<file path="src/rtl/core/wfv_pkg.sv">
// Shared types and constants of the wall follower with visit map.
// Used by wfv_ctrl, wfv_map and the top level wall_follower_with_visit_map.
package wfv_pkg;

   // Fixed wheel commands of the forward, approach and exit phases
   localparam logic signed [7:0] FWD_SPEED      = 8'sd50;
   localparam logic signed [7:0] APPROACH_SPEED = 8'sd30;

   // Phase of the follower; the code is also the mode field of a result
   typedef enum logic [2:0] {
      PH_FORWARD  = 3'd0,
      PH_LEFT     = 3'd1,
      PH_APPROACH = 3'd2,
      PH_RIGHT    = 3'd3,
      PH_EXIT     = 3'd4
   } phase_type;

   // Register indexes of the configuration port
   typedef enum logic [2:0] {
      CSR_FRONT_TH       = 3'd0,
      CSR_WALL_TH        = 3'd1,
      CSR_TURN_SPEED     = 3'd2,
      CSR_CELL_TICKS     = 3'd3,
      CSR_LEFT_TICKS     = 3'd4,
      CSR_APPROACH_TICKS = 3'd5,
      CSR_RIGHT_TICKS    = 3'd6,
      CSR_EXIT_TICKS     = 3'd7
   } csr_index_type;

   typedef struct packed {
      logic [8:0] front_th;
      logic [8:0] wall_th;
      logic [6:0] turn_speed;
      logic [7:0] cell_ticks;
      logic [7:0] left_ticks;
      logic [7:0] approach_ticks;
      logic [7:0] right_ticks;
      logic [7:0] exit_ticks;
   } cfg_type;

   localparam cfg_type CFG_RESET = '{
      front_th:       9'd10,
      wall_th:        9'd25,
      turn_speed:     7'd34,
      cell_ticks:     8'd50,
      left_ticks:     8'd97,
      approach_ticks: 8'd160,
      right_ticks:    8'd148,
      exit_ticks:     8'd180
   };

   // Command of one tick, everything but the visit count
   typedef struct packed {
      logic              step;
      phase_type         mode;
      logic [5:0]        pos_y;
      logic [5:0]        pos_x;
      logic [1:0]        heading;
      logic              ramped;
      logic signed [7:0] right_speed;
      logic signed [7:0] left_speed;
   } cmd_type;

   // Visit map controls from the pipeline
   typedef struct packed {
      logic issue;   // stepping item enters the map stage: read its cell
      logic retire;  // map stage item moves to the result register
      logic step;    // map stage item stepped into a new cell
   } map_ctrl_type;

endpackage

</file>
<file path="src/rtl/core/wfv_ctrl.sv">
// Phase sequencer, tick counters, heading and position of the wall follower.
// Depends on wfv_pkg; feeds the map stage with a command and a cell address.
module wfv_ctrl #(
   parameter int GRID_SIZE = 64
) (
   input  logic                                  clock,
   input  logic                                  reset,
   input  wfv_pkg::cfg_type                      cfg,
   input  logic                                  enable,
   input  logic [8:0]                            front_cm,
   input  logic [8:0]                            right_cm,
   output wfv_pkg::cmd_type                      cmd,
   output logic [$clog2(GRID_SIZE*GRID_SIZE)-1:0] step_addr
);
   import wfv_pkg::*;

   localparam int CW     = $clog2(GRID_SIZE);
   localparam int ADDR_W = $clog2(GRID_SIZE * GRID_SIZE);

   phase_type         phase_ff, phase_in;
   logic [7:0]        phase_count_ff, phase_count_in;
   logic [7:0]        cell_count_ff, cell_count_in;
   logic [1:0]        heading_ff, heading_in;
   logic [CW-1:0]     x_ff, x_in;
   logic [CW-1:0]     y_ff, y_in;
   logic              wall;
   logic              path_clear;
   phase_type         cur_phase;
   logic [7:0]        count_base;
   logic [7:0]        count_inc;
   logic [7:0]        length;
   logic [7:0]        ts_pos;
   logic [7:0]        ts_neg;
   logic [15:0]       x_wide;
   logic [15:0]       y_wide;

   // Hold the sequencer state; advance once per item
   always_ff @(posedge clock) begin
      if (reset) begin
         phase_ff       <= PH_FORWARD;
         phase_count_ff <= '0;
         cell_count_ff  <= '0;
         heading_ff     <= '0;
         x_ff           <= '0;
         y_ff           <= '0;
      end else if (enable) begin
         phase_ff       <= phase_in;
         phase_count_ff <= phase_count_in;
         cell_count_ff  <= cell_count_in;
         heading_ff     <= heading_in;
         x_ff           <= x_in;
         y_ff           <= y_in;
      end
   end

   assign wall       = right_cm < cfg.wall_th;
   assign path_clear = front_cm >= cfg.front_th;
   assign ts_pos     = {1'b0, cfg.turn_speed};
   assign ts_neg     = ~ts_pos + 8'd1;

   // Next state and command of this tick
   always_comb begin
      phase_in       = phase_ff;
      phase_count_in = phase_count_ff;
      cell_count_in  = cell_count_ff;
      heading_in     = heading_ff;
      x_in           = x_ff;
      y_in           = y_ff;
      cur_phase      = phase_ff;
      length         = cfg.exit_ticks;
      cmd            = '0;

      // Forward: drive along the wall or pick the phase that leaves it
      if (phase_ff == PH_FORWARD) begin
         if (path_clear && wall) begin
            cmd.left_speed  = FWD_SPEED;
            cmd.right_speed = FWD_SPEED;
            cmd.ramped      = 1'b1;
            if (cell_count_ff >= cfg.cell_ticks) begin
               cmd.step      = 1'b1;
               cell_count_in = '0;
            end else begin
               cell_count_in = cell_count_ff + 8'd1;
            end
         end else begin
            cell_count_in = '0;
            cur_phase     = wall ? PH_LEFT : PH_APPROACH;
         end
      end

      count_base = (phase_ff == PH_FORWARD) ? 8'd0 : phase_count_ff;
      count_inc  = count_base + 8'd1;

      // Timed phases: command, duration and successor
      unique case (cur_phase)
         PH_FORWARD: begin
         end
         PH_LEFT: begin
            cmd.left_speed  = ts_neg;
            cmd.right_speed = ts_pos;
            length          = cfg.left_ticks;
         end
         PH_APPROACH: begin
            cmd.left_speed  = APPROACH_SPEED;
            cmd.right_speed = APPROACH_SPEED;
            cmd.ramped      = 1'b1;
            length          = cfg.approach_ticks;
         end
         PH_RIGHT: begin
            cmd.left_speed  = ts_pos;
            cmd.right_speed = ts_neg;
            length          = cfg.right_ticks;
         end
         default: begin
            cmd.left_speed  = FWD_SPEED;
            cmd.right_speed = FWD_SPEED;
            length          = cfg.exit_ticks;
         end
      endcase

      if (cur_phase != PH_FORWARD) begin
         phase_count_in = count_inc;
         phase_in       = cur_phase;
         if (count_inc >= length) begin
            phase_count_in = '0;
            unique case (cur_phase)
               PH_LEFT: begin
                  heading_in = heading_ff - 2'd1;
                  phase_in   = PH_FORWARD;
               end
               PH_APPROACH: phase_in = PH_RIGHT;
               PH_RIGHT:    phase_in = PH_EXIT;
               default: begin
                  heading_in = heading_ff + 2'd1;
                  phase_in   = PH_FORWARD;
               end
            endcase
         end
      end

      // Step one cell along the heading, wrapping at the grid edge
      if (cmd.step) begin
         case (heading_ff)
            2'd0: y_in = (y_ff == CW'(GRID_SIZE - 1)) ? '0 : y_ff + CW'(1);
            2'd1: x_in = (x_ff == CW'(GRID_SIZE - 1)) ? '0 : x_ff + CW'(1);
            2'd2: y_in = (y_ff == '0) ? CW'(GRID_SIZE - 1) : y_ff - CW'(1);
            default: x_in = (x_ff == '0) ? CW'(GRID_SIZE - 1) : x_ff - CW'(1);
         endcase
      end

      x_wide      = 16'(x_in);
      y_wide      = 16'(y_in);
      cmd.mode    = cur_phase;
      cmd.heading = heading_in;
      cmd.pos_x   = x_wide[5:0];
      cmd.pos_y   = y_wide[5:0];
   end

   assign step_addr = ADDR_W'(x_in) * ADDR_W'(GRID_SIZE) + ADDR_W'(y_in);

endmodule

</file>
<file path="config.mk">
export PLATFORM = sky130hd
export DESIGN_NAME = wfv_ctrl
export DESIGN_NICKNAME = d
export VERILOG_FILES = /design/src/rtl/core/wfv_pkg.sv /design/src/rtl/core/wfv_ctrl.sv
export SDC_FILE = /design/constraint.sdc
export NUM_CORES = 1
export LEC_CHECK = 0
export BUFFER_PORTS_ARGS = -buffer_cell sky130_fd_sc_hd__buf_2
export CAP_MARGIN = 40
export CORE_MARGIN = 2
export CORE_UTILIZATION = 30
export CTS_CLUSTER_SIZE = 16
export DETAILED_ROUTE_END_ITERATION = 8
export PLACE_DENSITY = 0.58
export SLEW_MARGIN = 20
export SYNTH_ARGS = -nofsm -noshare
export SYNTH_HDL_FRONTEND = slang
export SYNTH_SLANG_ARGS = --single-unit
</file>
<file path="constraint.sdc">
create_clock -name clock -period 9.6 [get_ports clock]
set_input_delay 1.44 -clock clock [delete_from_list [all_inputs] [get_ports clock]]
set_output_delay 1.44 -clock clock [all_outputs]
set_load 0.01 [all_outputs]
</file>
==> impl_metrics.toml, run 1 <==
[logic_synthesis]
synth_top_family_by_area = "compound AO/OA/AOI/OAI gates"
synthTopCellsByArea = "dfxtp_1, ha_1, a21oi_1"
synthAdderAreaFrac = 0.143
syn_inst = 558
synth_edf_count = 0
synth_cell_type_count = 60
synth_top_area_frac = 0.165
synthSimpleGateAreaFrac = 0.212
synth_fp_nets = 690
synthXorXnorAreaFrac = 0.0284
synth_compound_area_frac = 0.334
yosysSeqAreaShare = 0.165
yosysWarnings = 0
synth-seq-cells = 33
synthArstFlopShare = 0
synth_area_leader_cell = "dfxtp_1"
ys.flop_type = "dfxtp_1"
syn_area_um2 = 4010
synthMuxAreaShare = 0.0181
syn_area_per_cell_um2 = 7.19

[grt]
grt_pass1_vias = 4401
grt_max_degree = 33
antenna_found_initial = 0
grt_pass1_wl_um = 20600
grt_usage = 0.171
grt.overflow.total = 0

[worst_hold_path]
min-delay-start = "phase_count_ff[7]"
worstHoldPathType = "reg2reg"
whs_endpoint = "phase_count_ff[7]"
holdPathStages = 2

[layout]
layout.nets = 788
antennaDiodeCount = 0
drive_gt1_frac = 0.233
num-fill-cells = 1431
final_util = 0.370
area_growth_pct = 21.2

[floorplanning]
io_pins = 133
die_y_um = 120
core_area_um2 = 13100
initial_core_util = 0.305
die_w_um = 120
rows = 42
dieArea_um2 = 14300

[job]
drv_cap = 0

[drt]
dr.pass1.iters = 8
viasPerCell = 5.42
wl_met3_um = 680
drc = 0
wirelength_met1_um = 5560
wl_met2_um = 5690
drt_iter0_drc = 271
final_antenna_net_count = 0
wirelength_um = 12100
vias = 4512
wire_per_inst_um = 14.5
dr.max_layer_used = "met4"

[worst_setup_path]
path_max_fanout = 10
crit_chain = "buf_2, inv_1, ha_1, a21oi_1, o21ai_0, a21o_1, a21oi_1, a21o_1, a222oi_1, ha_1, a21o_1, a31oi_1, o21ai_1, a31oi_2, buf_6, o41ai_1, a211oi_1, buf_2"
startpoint_type = "input port"
required_ns = 8.16
worstReg2RegStart = "phase_ff[0]"
r2r_end = "heading_ff[0]"
worstSetupPathType = "in2out"
end_kind = "primary output"
slowest_stage = "o21ai_0"
r2r_slack_ns = 5.53
crit_arrival_ns = 5.55
critPathMostFrequentCell = "a21o_1"
crit_path_max_incr_delay_ns = 0.50
worstRegToRegCells = 12

[power_and_ir_drop]
clkPwrFrac = 0.366
finalPower_w = 0.000521
leakage_nw = 2.21
peakVddDrop_mv = 0.0614
power_density_nw_per_um2 = 107
power.share.switching = 0.351
internal-power_w = 0.000338
netSwitchingPower_w = 0.000183
seq_power_share = 0.281
combPwrFrac = 0.352

[clock_tree]
cts.sinks = 33
cts_hold_buf = 0
clock_latency_ns = 0.28
cts_tree = "done"
post_cts_buffers = 0
h-tree-depth = 2
cts_root_buf = "clkbuf_16"
numCtsBuffers = 5
clockBufferDepth = 2
clkTransAtPathRegs_ns = 0.06
cts_resized = 0

[sta]
period_share = 0.729
setup_tns_ns = 0
hold_viol = 0
layout_min_cycle_time_ns = 6.99
maxSlewHeadroom = 0.542
finalMaxSlewViolations = 0
max_freq_mhz = 143
rsz0062_at_grt = "false"
fin_skew_ns = 0.00708
worst_slew_pin_slew_ns = 0.687
timing.hold.ws_ns = 0.492
setup_viol_count_final = 0

[placement]
gp_congestion = 0.893
io_buffers = 132
dp_hpwl_um = 9420

[run_status]
outcome = "completed"
[worst max-delay path: cells and delay by family]
kind,cells,cell delay [ns]
fa+ha+maj,2,0.61
buf+inv,4,0.52
compound gates,12,2.99
[metrics by stage]
step / area [um2] / worst slack (ns) / instances
2_1_floorplan: 4010 / 3.43 / 558
3_3_place_gp: 4680 / 2.62 / 824
3_5_place_dp: 4680 / 2.36 / 824
4_1_cts: 4850 / 2.35 / 832
5_1_grt: 4860 / 2.30 / 833
6_report: 4860 / 2.61 / 833
[worst max path at each step]
stage	start	cells past startpoint	slack (ns)	endpoint
2_1_floorplan	cfg[53]	15	3.43	cmd[18]
3_3_place_gp	cfg[53]	17	2.62	cmd[18]
3_5_place_dp	cfg[53]	17	2.36	cmd[18]
4_1_cts	cfg[53]	17	2.35	cmd[18]
5_1_grt	cfg[53]	18	2.30	cmd[17]
6_report	cfg[53]	18	2.61	cmd[17]
[placed cells by master (no fill, tap or decap), types with 4 or more instances in the layout]
cell type	synthesis	final
inv_1	46	46
o21ai_1	4	4
ha_1	46	46
xor2_1	4	4
or3_1	8	8
o31ai_1	6	6
xnor2_1	9	9
o211ai_1	4	4
a32o_1	7	7
nand2_1	40	40
a211oi_1	7	7
a21oi_1	57	57
nor2b_1	5	5
buf_2	6	132
nand2b_1	9	9
and2_1	5	5
nor3_1	15	15
clkbuf_16	0	5
o311ai_0	4	4
nor2_1	38	38
and3_1	7	7
o21a_1	6	6
nand4_1	14	14
nor3b_1	7	7
a31oi_1	5	5
nand3_1	12	12
dfxtp_1	33	33
o21ai_0	52	52
mux2i_1	5	5
a21o_1	12	12
a222oi_1	7	7
[cell type report]
class | count | area [um2] | share of cell area
Inverter | 47 | 176 | 0.0363
Timing Repair Buffer | 134 | 679 | 0.140
Tap cell | 176 | 220 | 0.0453
Multi-Input combinational cell | 435 | 2950 | 0.608
Clock inverter | 3 | 46.3 | 0.00952
Clock buffer | 5 | 125 | 0.0257
Sequential cell | 33 | 661 | 0.136
[power groups by stage]
stage | clock, W | combinational, W | sequential, W
2_1_floorplan | 0 | 0.000125 | 0.000144
3_3_place_gp | 0 | 0.000178 | 0.000149
5_1_grt | 0.000199 | 0.000205 | 0.000147
6_report | 0.000191 | 0.000184 | 0.000147
4_1_cts | 0.000194 | 0.000183 | 0.000146
3_5_place_dp | 0 | 0.000181 | 0.000149
[logic make-up after synthesis]
family | Yosys count
compound gates | 200
xor+xnor | 13
fa+ha+maj | 46
buf+inv | 90
flops | 33
mux | 7
simple gates | 169
[registers in the layout, indices dropped and copies added, names as in the netlist]
name	cells
cell_count_ff	8
heading_ff	2
x_ff	6
phase_count_ff	8
y_ff	6
phase_ff	3
[per-layer routing]
| layer | vias to the layer above | global-route usage |
|---|---|---|
| met5 | - | 0 |
| met4 | 0 | 0.0404 |
| met3 | 11 | 0.0204 |
| met2 | 150 | 0.303 |
| met1 | 2105 | 0.221 |
| li1 | 2246 | - |
[cell usage after synthesis (3+ instances only)]
| cell | number |
|---|---|
| nor2b_1 | 5 |
| a31oi_1 | 5 |
| nor4_1 | 3 |
| a21o_1 | 12 |
| a21oi_1 | 57 |
| a221o_1 | 3 |
| a222oi_1 | 7 |
| ha_1 | 46 |
| a211oi_1 | 7 |
| o211ai_1 | 4 |
| nand2_1 | 40 |
| o21ai_0 | 52 |
| o21ai_1 | 4 |
| o31ai_1 | 6 |
| nand2b_1 | 9 |
| mux2i_1 | 5 |
| buf_4 | 14 |
| buf_2 | 6 |
| nor2_1 | 38 |
| nor3b_1 | 7 |
| and2_1 | 5 |
| clkbuf_1 | 23 |
| xnor2_1 | 9 |
| nor3_1 | 15 |
| nand4_1 | 14 |
| a32o_1 | 7 |
| xor2_1 | 4 |
| dfxtp_1 | 33 |
| and3_1 | 7 |
| o311ai_0 | 4 |
| inv_1 | 46 |
| nand3_1 | 12 |
| or3_1 | 8 |
| o21a_1 | 6 |
Power figures use the tool's default switching activity.
==> run 2, diff against run 1 <==
--- a/config.mk
+++ b/config.mk
@@ -5,6 +5,7 @@
 export SDC_FILE = /design/constraint.sdc
 export NUM_CORES = 1
 export LEC_CHECK = 0
+export ABC_AREA = 1
 export BUFFER_PORTS_ARGS = -buffer_cell sky130_fd_sc_hd__buf_2
 export CAP_MARGIN = 40
 export CORE_MARGIN = 2
==> constraint.sdc (replaced) <==
create_clock -name clock -period 7.3 [get_ports clock]
set_input_delay 1.095 -clock clock [delete_from_list [all_inputs] [get_ports clock]]
set_output_delay 1.095 -clock clock [all_outputs]
set_load 0.01 [all_outputs]
==> impl_metrics.toml, run 2 <==
[placement]
io_buffers = 132
dp_hpwl_um = 8730
gp_congestion = 0.841

[drt]
wire_per_inst_um = 11.6
dr.pass1.iters = 5
vias = 4341
viasPerCell = 4.64
drt_iter0_drc = 251
drc = 0
final_antenna_net_count = 0
wirelength_um = 10800

[logic_synthesis]
synth_cell_type_count = 44
ys.flop_type = "dfxtp_1"
yosysSeqAreaShare = 0.163
synth_area_leader_cell = "dfxtp_1"
synth_most_common_cell = "nand2_1"
synthTopCellsByArea = "dfxtp_1, ha_1, nand2_1"
yosysWarnings = 0
syn_area_per_cell_um2 = 6.29
syn_inst = 646
synth_top_area_frac = 0.163
synth_edf_count = 0
synth-seq-cells = 33
ys_top_cells_by_count = "nand2_1, inv_1, nor2_1"
synthArstFlopShare = 0
syn_area_um2 = 4060
synth_fp_nets = 778

[clock_tree]
cts.sinks = 33
cts_resized = 0
clockBufferDepth = 2
cts_hold_buf = 0
numCtsBuffers = 5
post_cts_buffers = 0
h-tree-depth = 2
clock_latency_ns = 0.28
cts_tree = "done"
clkTransAtPathRegs_ns = 0.06
cts_root_buf = "clkbuf_16"

[layout]
final_cell_mix = "nand2_1, buf_2, inv_1, nor2_1, ha_1"
antennaDiodeCount = 0
layout.nets = 890
final_util = 0.374
top_regs = "cell_count_ff: 8 flops, phase_count_ff: 8 flops"
drive_gt1_frac = 0.240
area_growth_pct = 21.9
num-fill-cells = 1480
layout_commonest_cell = "nand2_1"

[power_and_ir_drop]
power_density_nw_per_um2 = 170
leakage_nw = 2.73
peakVddDrop_mv = 0.0843

[floorplanning]
core_area_um2 = 13200
die_w_um = 120
rows = 42
dieArea_um2 = 14500
initial_core_util = 0.307
io_pins = 133
die_y_um = 120

[worst_setup_path]
crit_path_max_incr_delay_ns = 0.30
path_max_fanout = 16
end_kind = "primary output"
crit_chain = "buf_2, inv_1, ha_1, nand2_1, inv_1, a21oi_1, nand3_1, nor2_1, nand2_2, nand2_4, nand2_4, nand2_2, nor2_1, o21bai_1, ha_1, nand2_1, nor2_1, nand4_1, nand3_1, nand2_2, o21ai_0, nand2_1, inv_1, buf_2"
crit_arrival_ns = 4.32
required_ns = 6.20
startpoint_type = "input port"
worstSetupPathType = "in2out"
slowest_stage = "ha_1"

[sta]
maxSlewHeadroom = 0.546
max_freq_mhz = 185
rsz0062_at_grt = "false"
period_share = 0.742
layout_min_cycle_time_ns = 5.41
setup_viol_count_final = 0
hold_viol = 0
timing.hold.ws_ns = 0.467
setup_tns_ns = 0
fin_skew_ns = 0.00593
finalMaxSlewViolations = 0
worst_slew_pin_slew_ns = 0.680

[grt]
grt.overflow.total = 0
antenna_found_initial = 0
grt_max_degree = 26
grt_usage = 0.151
grt_pass1_vias = 3941
grt_pass1_wl_um = 18200

[worst_hold_path]
worstHoldPathType = "reg2reg"

[job]
drv_cap = 0

[run_status]
outcome = "completed"
-- run 2: cell count changes in the layout (fill, tap and decap cells not counted), moves of 9 or more --
cell,previous run,this run
nand2_2,0,10
nor3_1,15,6
nand2b_1,9,0
nand2_1,40,136
inv_1,46,108
o21ai_2,0,9
nor2_1,38,72
o21ai_0,52,17
a21o_1,12,1
a21oi_1,57,43
xor2_1,4,14
nand3_1,12,36
-- run 2: logic make-up after synthesis --
logic type / Yosys count / share of synthesized area
and+or+nand+nor: 285 / 0.315
buffers and inverters: 142 / 0.152
AOI/OAI and AO/OA: 121 / 0.188
adders and majority gates: 46 / 0.142
DFF: 33 / 0.163
xor gates and xnor gates: 19 / 0.0409
-- run 2: metal layers --
metal	track usage	wire length [um]
met1	0.200	4930
met2	0.255	5240
met3	0.0245	484
met4	0.0400	165
met5	0	0
-- run 2: power by group --
group          switching, W  total, W  internal [W]
registers         0.0000103  0.000201      0.000191
logic              0.000227  0.000362      0.000134
clock network     0.0000836  0.000279      0.000195
total              0.000321  0.000841      0.000520
-- run 2: metrics by stage --
step	total power, W	worst slack, ns	instances	cell area [um2]
6_report	0.000841	1.89	935	4950
2_1_floorplan	0.000464	2.51	646	4060
3_3_place_gp	0.000566	1.97	927	4760
4_1_cts	0.000852	1.84	935	4950
5_1_grt	0.000911	1.50	935	4950
3_5_place_dp	0.000569	1.85	927	4760
-- run 2: cell type report --
class | instances | area, um2 | area share
multi-input combinational | 471 | 2790 | 0.562
clock inverter | 3 | 65.1 | 0.0131
tap | 176 | 220 | 0.0445
clock buffer | 5 | 125 | 0.0253
timing repair buffer | 133 | 668 | 0.135
inverter | 114 | 428 | 0.0864
sequential | 33 | 661 | 0.133
-- run 2: critical path: cells and delay by family --
kind                     cells  cell delay (ns)
buffers and inverters        5             0.41
AND/OR/NAND/NOR             14             1.68
adder cells (fa/ha/maj)      2             0.59
AO/OA/AOI/OAI                3             0.52
-- run 2: final timing paths --
check | endpoint | from | cells past startpoint | slack, ns
min reg2reg | phase_count_ff[7] | phase_count_ff[7] | 2 | 0.47
max | cmd[17] | cfg[64] | 24 | 1.89
min | phase_count_ff[7] | phase_count_ff[7] | 2 | 0.47
max reg2reg | phase_count_ff[2] | phase_ff[2] | 18 | 4.10
==> run 3, diff against run 2 <==
--- a/config.mk
+++ b/config.mk
@@ -5,14 +5,14 @@
 export SDC_FILE = /design/constraint.sdc
 export NUM_CORES = 1
 export LEC_CHECK = 0
-export ABC_AREA = 1
+export ABC_AREA = 0
 export BUFFER_PORTS_ARGS = -buffer_cell sky130_fd_sc_hd__buf_2
 export CAP_MARGIN = 40
 export CORE_MARGIN = 2
 export CORE_UTILIZATION = 30
 export CTS_CLUSTER_SIZE = 16
 export DETAILED_ROUTE_END_ITERATION = 8
-export PLACE_DENSITY = 0.58
+export PLACE_DENSITY = 0.6
 export SLEW_MARGIN = 20
 export SYNTH_ARGS = -nofsm -noshare
 export SYNTH_HDL_FRONTEND = slang
==> constraint.sdc (replaced) <==
create_clock -name clock -period 4.34 [get_ports clock]
set_input_delay 0.651 -clock clock [delete_from_list [all_inputs] [get_ports clock]]
set_output_delay 0.651 -clock clock [all_outputs]
set_load 0.01 [all_outputs]
==> impl_metrics.toml, run 3 (same netlist as run 1, synthesis figures left out) <==
[worst_setup_path]
slowest_stage = "a222oi_1"
crit_path_max_incr_delay_ns = 0.39
end_kind = "primary output"
worstSetupPathType = "in2out"
startpoint_type = "input port"
required_ns = 3.69
path_max_fanout = 6
crit_arrival_ns = 3.79
crit_chain = "buf_6, inv_4, ha_4, o21ai_1, o21ai_2, buf_4, a21o_1, a21oi_2, a21o_1, buf_6, buf_6, a222oi_1, ha_1, a21o_1, a31oi_4, mux2i_1, o211ai_1, buf_2"

[clock_tree]
cts.sinks = 33
clockBufferDepth = 2
clock_latency_ns = 0.28
cts_tree = "done"
clkTransAtPathRegs_ns = 0.05
cts_hold_buf = 0
cts_root_buf = "clkbuf_16"
numCtsBuffers = 5
h-tree-depth = 2

[floorplanning]
core_area_um2 = 13100
die_w_um = 120
initial_core_util = 0.305
rows = 42
die_y_um = 120
dieArea_um2 = 14300
io_pins = 133

[power_and_ir_drop]
power_density_nw_per_um2 = 219
peakVddDrop_mv = 0.118
clkPwrFrac = 0.296
power.share.switching = 0.361
seq_power_share = 0.267
combPwrFrac = 0.437
leakage_nw = 2.41
netSwitchingPower_w = 0.000425
finalPower_w = 0.00118
internal-power_w = 0.000753

[layout]
fin_area_um2 = 5390
drive_gt1_frac = 0.318
antennaDiodeCount = 0
final_cell_mix = "buf_2, a21oi_1, o21ai_0, nand2_1, inv_1"
layout_commonest_cell = "buf_2"
top_regs = "cell_count_ff: 8 flops, phase_count_ff: 8 flops"
layout.nets = 825
area_growth_pct = 34.3

[drt]
wire_per_inst_um = 14.4
wirelength_um = 12500
final_antenna_net_count = 0
drc = 0
viasPerCell = 5.40
vias = 4695
dr.pass1.iters = 5
drt_iter0_drc = 340

[sta]
fin_skew_ns = 0.00375
maxSlewHeadroom = 0.518
setup_tns_ns = -0.164
period_share = 1.02
setup_ws_ns = -0.105
rsz0062_at_grt = "true"
max_freq_mhz = 225
finalMaxSlewViolations = 0
layout_min_cycle_time_ns = 4.45
hold_viol = 0
setup_viol_count_final = 2
timing.hold.ws_ns = 0.492
worst_slew_pin_slew_ns = 0.705

[worst_hold_path]
worstHoldPathType = "reg2reg"

[grt]
grt.overflow.total = 0
grt_pass1_vias = 4426
antenna_found_initial = 0
grt_max_degree = 33
grt_usage = 0.169
grt_pass1_wl_um = 20200

[placement]
io_buffers = 132
dpl_worst_slack_ns = -0.283
dp_hpwl_um = 9590
dpl_cell_area_um2 = 4900
gp_congestion = 0.884

[job]
drv_cap = 0

[run_status]
violations = "negative setup slack"
outcome = "finished, violations left"
[run 3: cell count changes in the layout (fill, tap and decap cells not counted), sizes merged, moves of 8 or more]
cell	previous run	this run
buf	133	171
inv	114	46
or3	0	8
xor2	14	4
nand3	38	12
nor3	8	16
nand2b	0	9
o21ai	38	56
nand2	149	40
a21oi	44	58
a21o	1	12
nor2	75	38
[run 3: layout make-up]
| class | instances | area (um2) |
|---|---|---|
| Sequential cell | 33 | 661 |
| Tap cell | 176 | 220 |
| Clock buffer | 5 | 125 |
| Fill cell | 1367 | 7750 |
| Inverter | 47 | 181 |
| Timing Repair Buffer | 171 | 1020 |
| Multi-Input combinational cell | 435 | 3160 |
| Clock inverter | 3 | 17.5 |
[run 3: worst max-delay path: cells and delay by family]
kind,cells,cell delay (ns)
mux,1,0.22
compound gates,9,1.69
buf+inv,6,0.69
fa+ha+maj,2,0.56
[run 3: worst paths after layout]
check                                       from                 to  slack (ns)  cells past startpoint
worst min register to register  cell_count_ff[0]   cell_count_ff[0]        0.49                      2
worst max-delay path                     cfg[48]            cmd[18]       -0.11                     18
worst max register to register       phase_ff[2]  phase_count_ff[7]        0.71                     14
worst min-delay path            cell_count_ff[0]   cell_count_ff[0]        0.49                      2
[run 3: power by group through the flow]
stage	Sequential (W)	Combinational, W	Clock (W)
2_1_floorplan	0.000319	0.000282	0
3_5_place_dp	0.000321	0.000455	0
4_1_cts	0.000315	0.000489	0.000353
3_3_place_gp	0.000321	0.000447	0
6_report	0.000315	0.000515	0.000348
5_1_grt	0.000316	0.000564	0.000369
[run 3: per-stage QoR]
step,util,cells
after global placement,0.373,851
after global routing,0.410,870
after CTS,0.399,866
after floorplan,-,558
final,0.410,870
after detailed placement,0.373,851
[run 3: metal layers]
layer  up-vias  global-route usage  share of wire  wire length (um)
li1       2321                   -              -                 -
met2       197               0.295           0.47              5910
met1      2152               0.209           0.44              5460
met3        25              0.0242          0.066               819
met5         -                   0              0                 0
met4         0              0.0676          0.024               300
[run 3: repair_timing]
action / 4_1_cts / 5_1_grt
gates resized for setup: 30 / 19
pin swaps: 30 / 21
endpoints found under the setup margin: 2 / 2
buffers inserted: 7 / 4
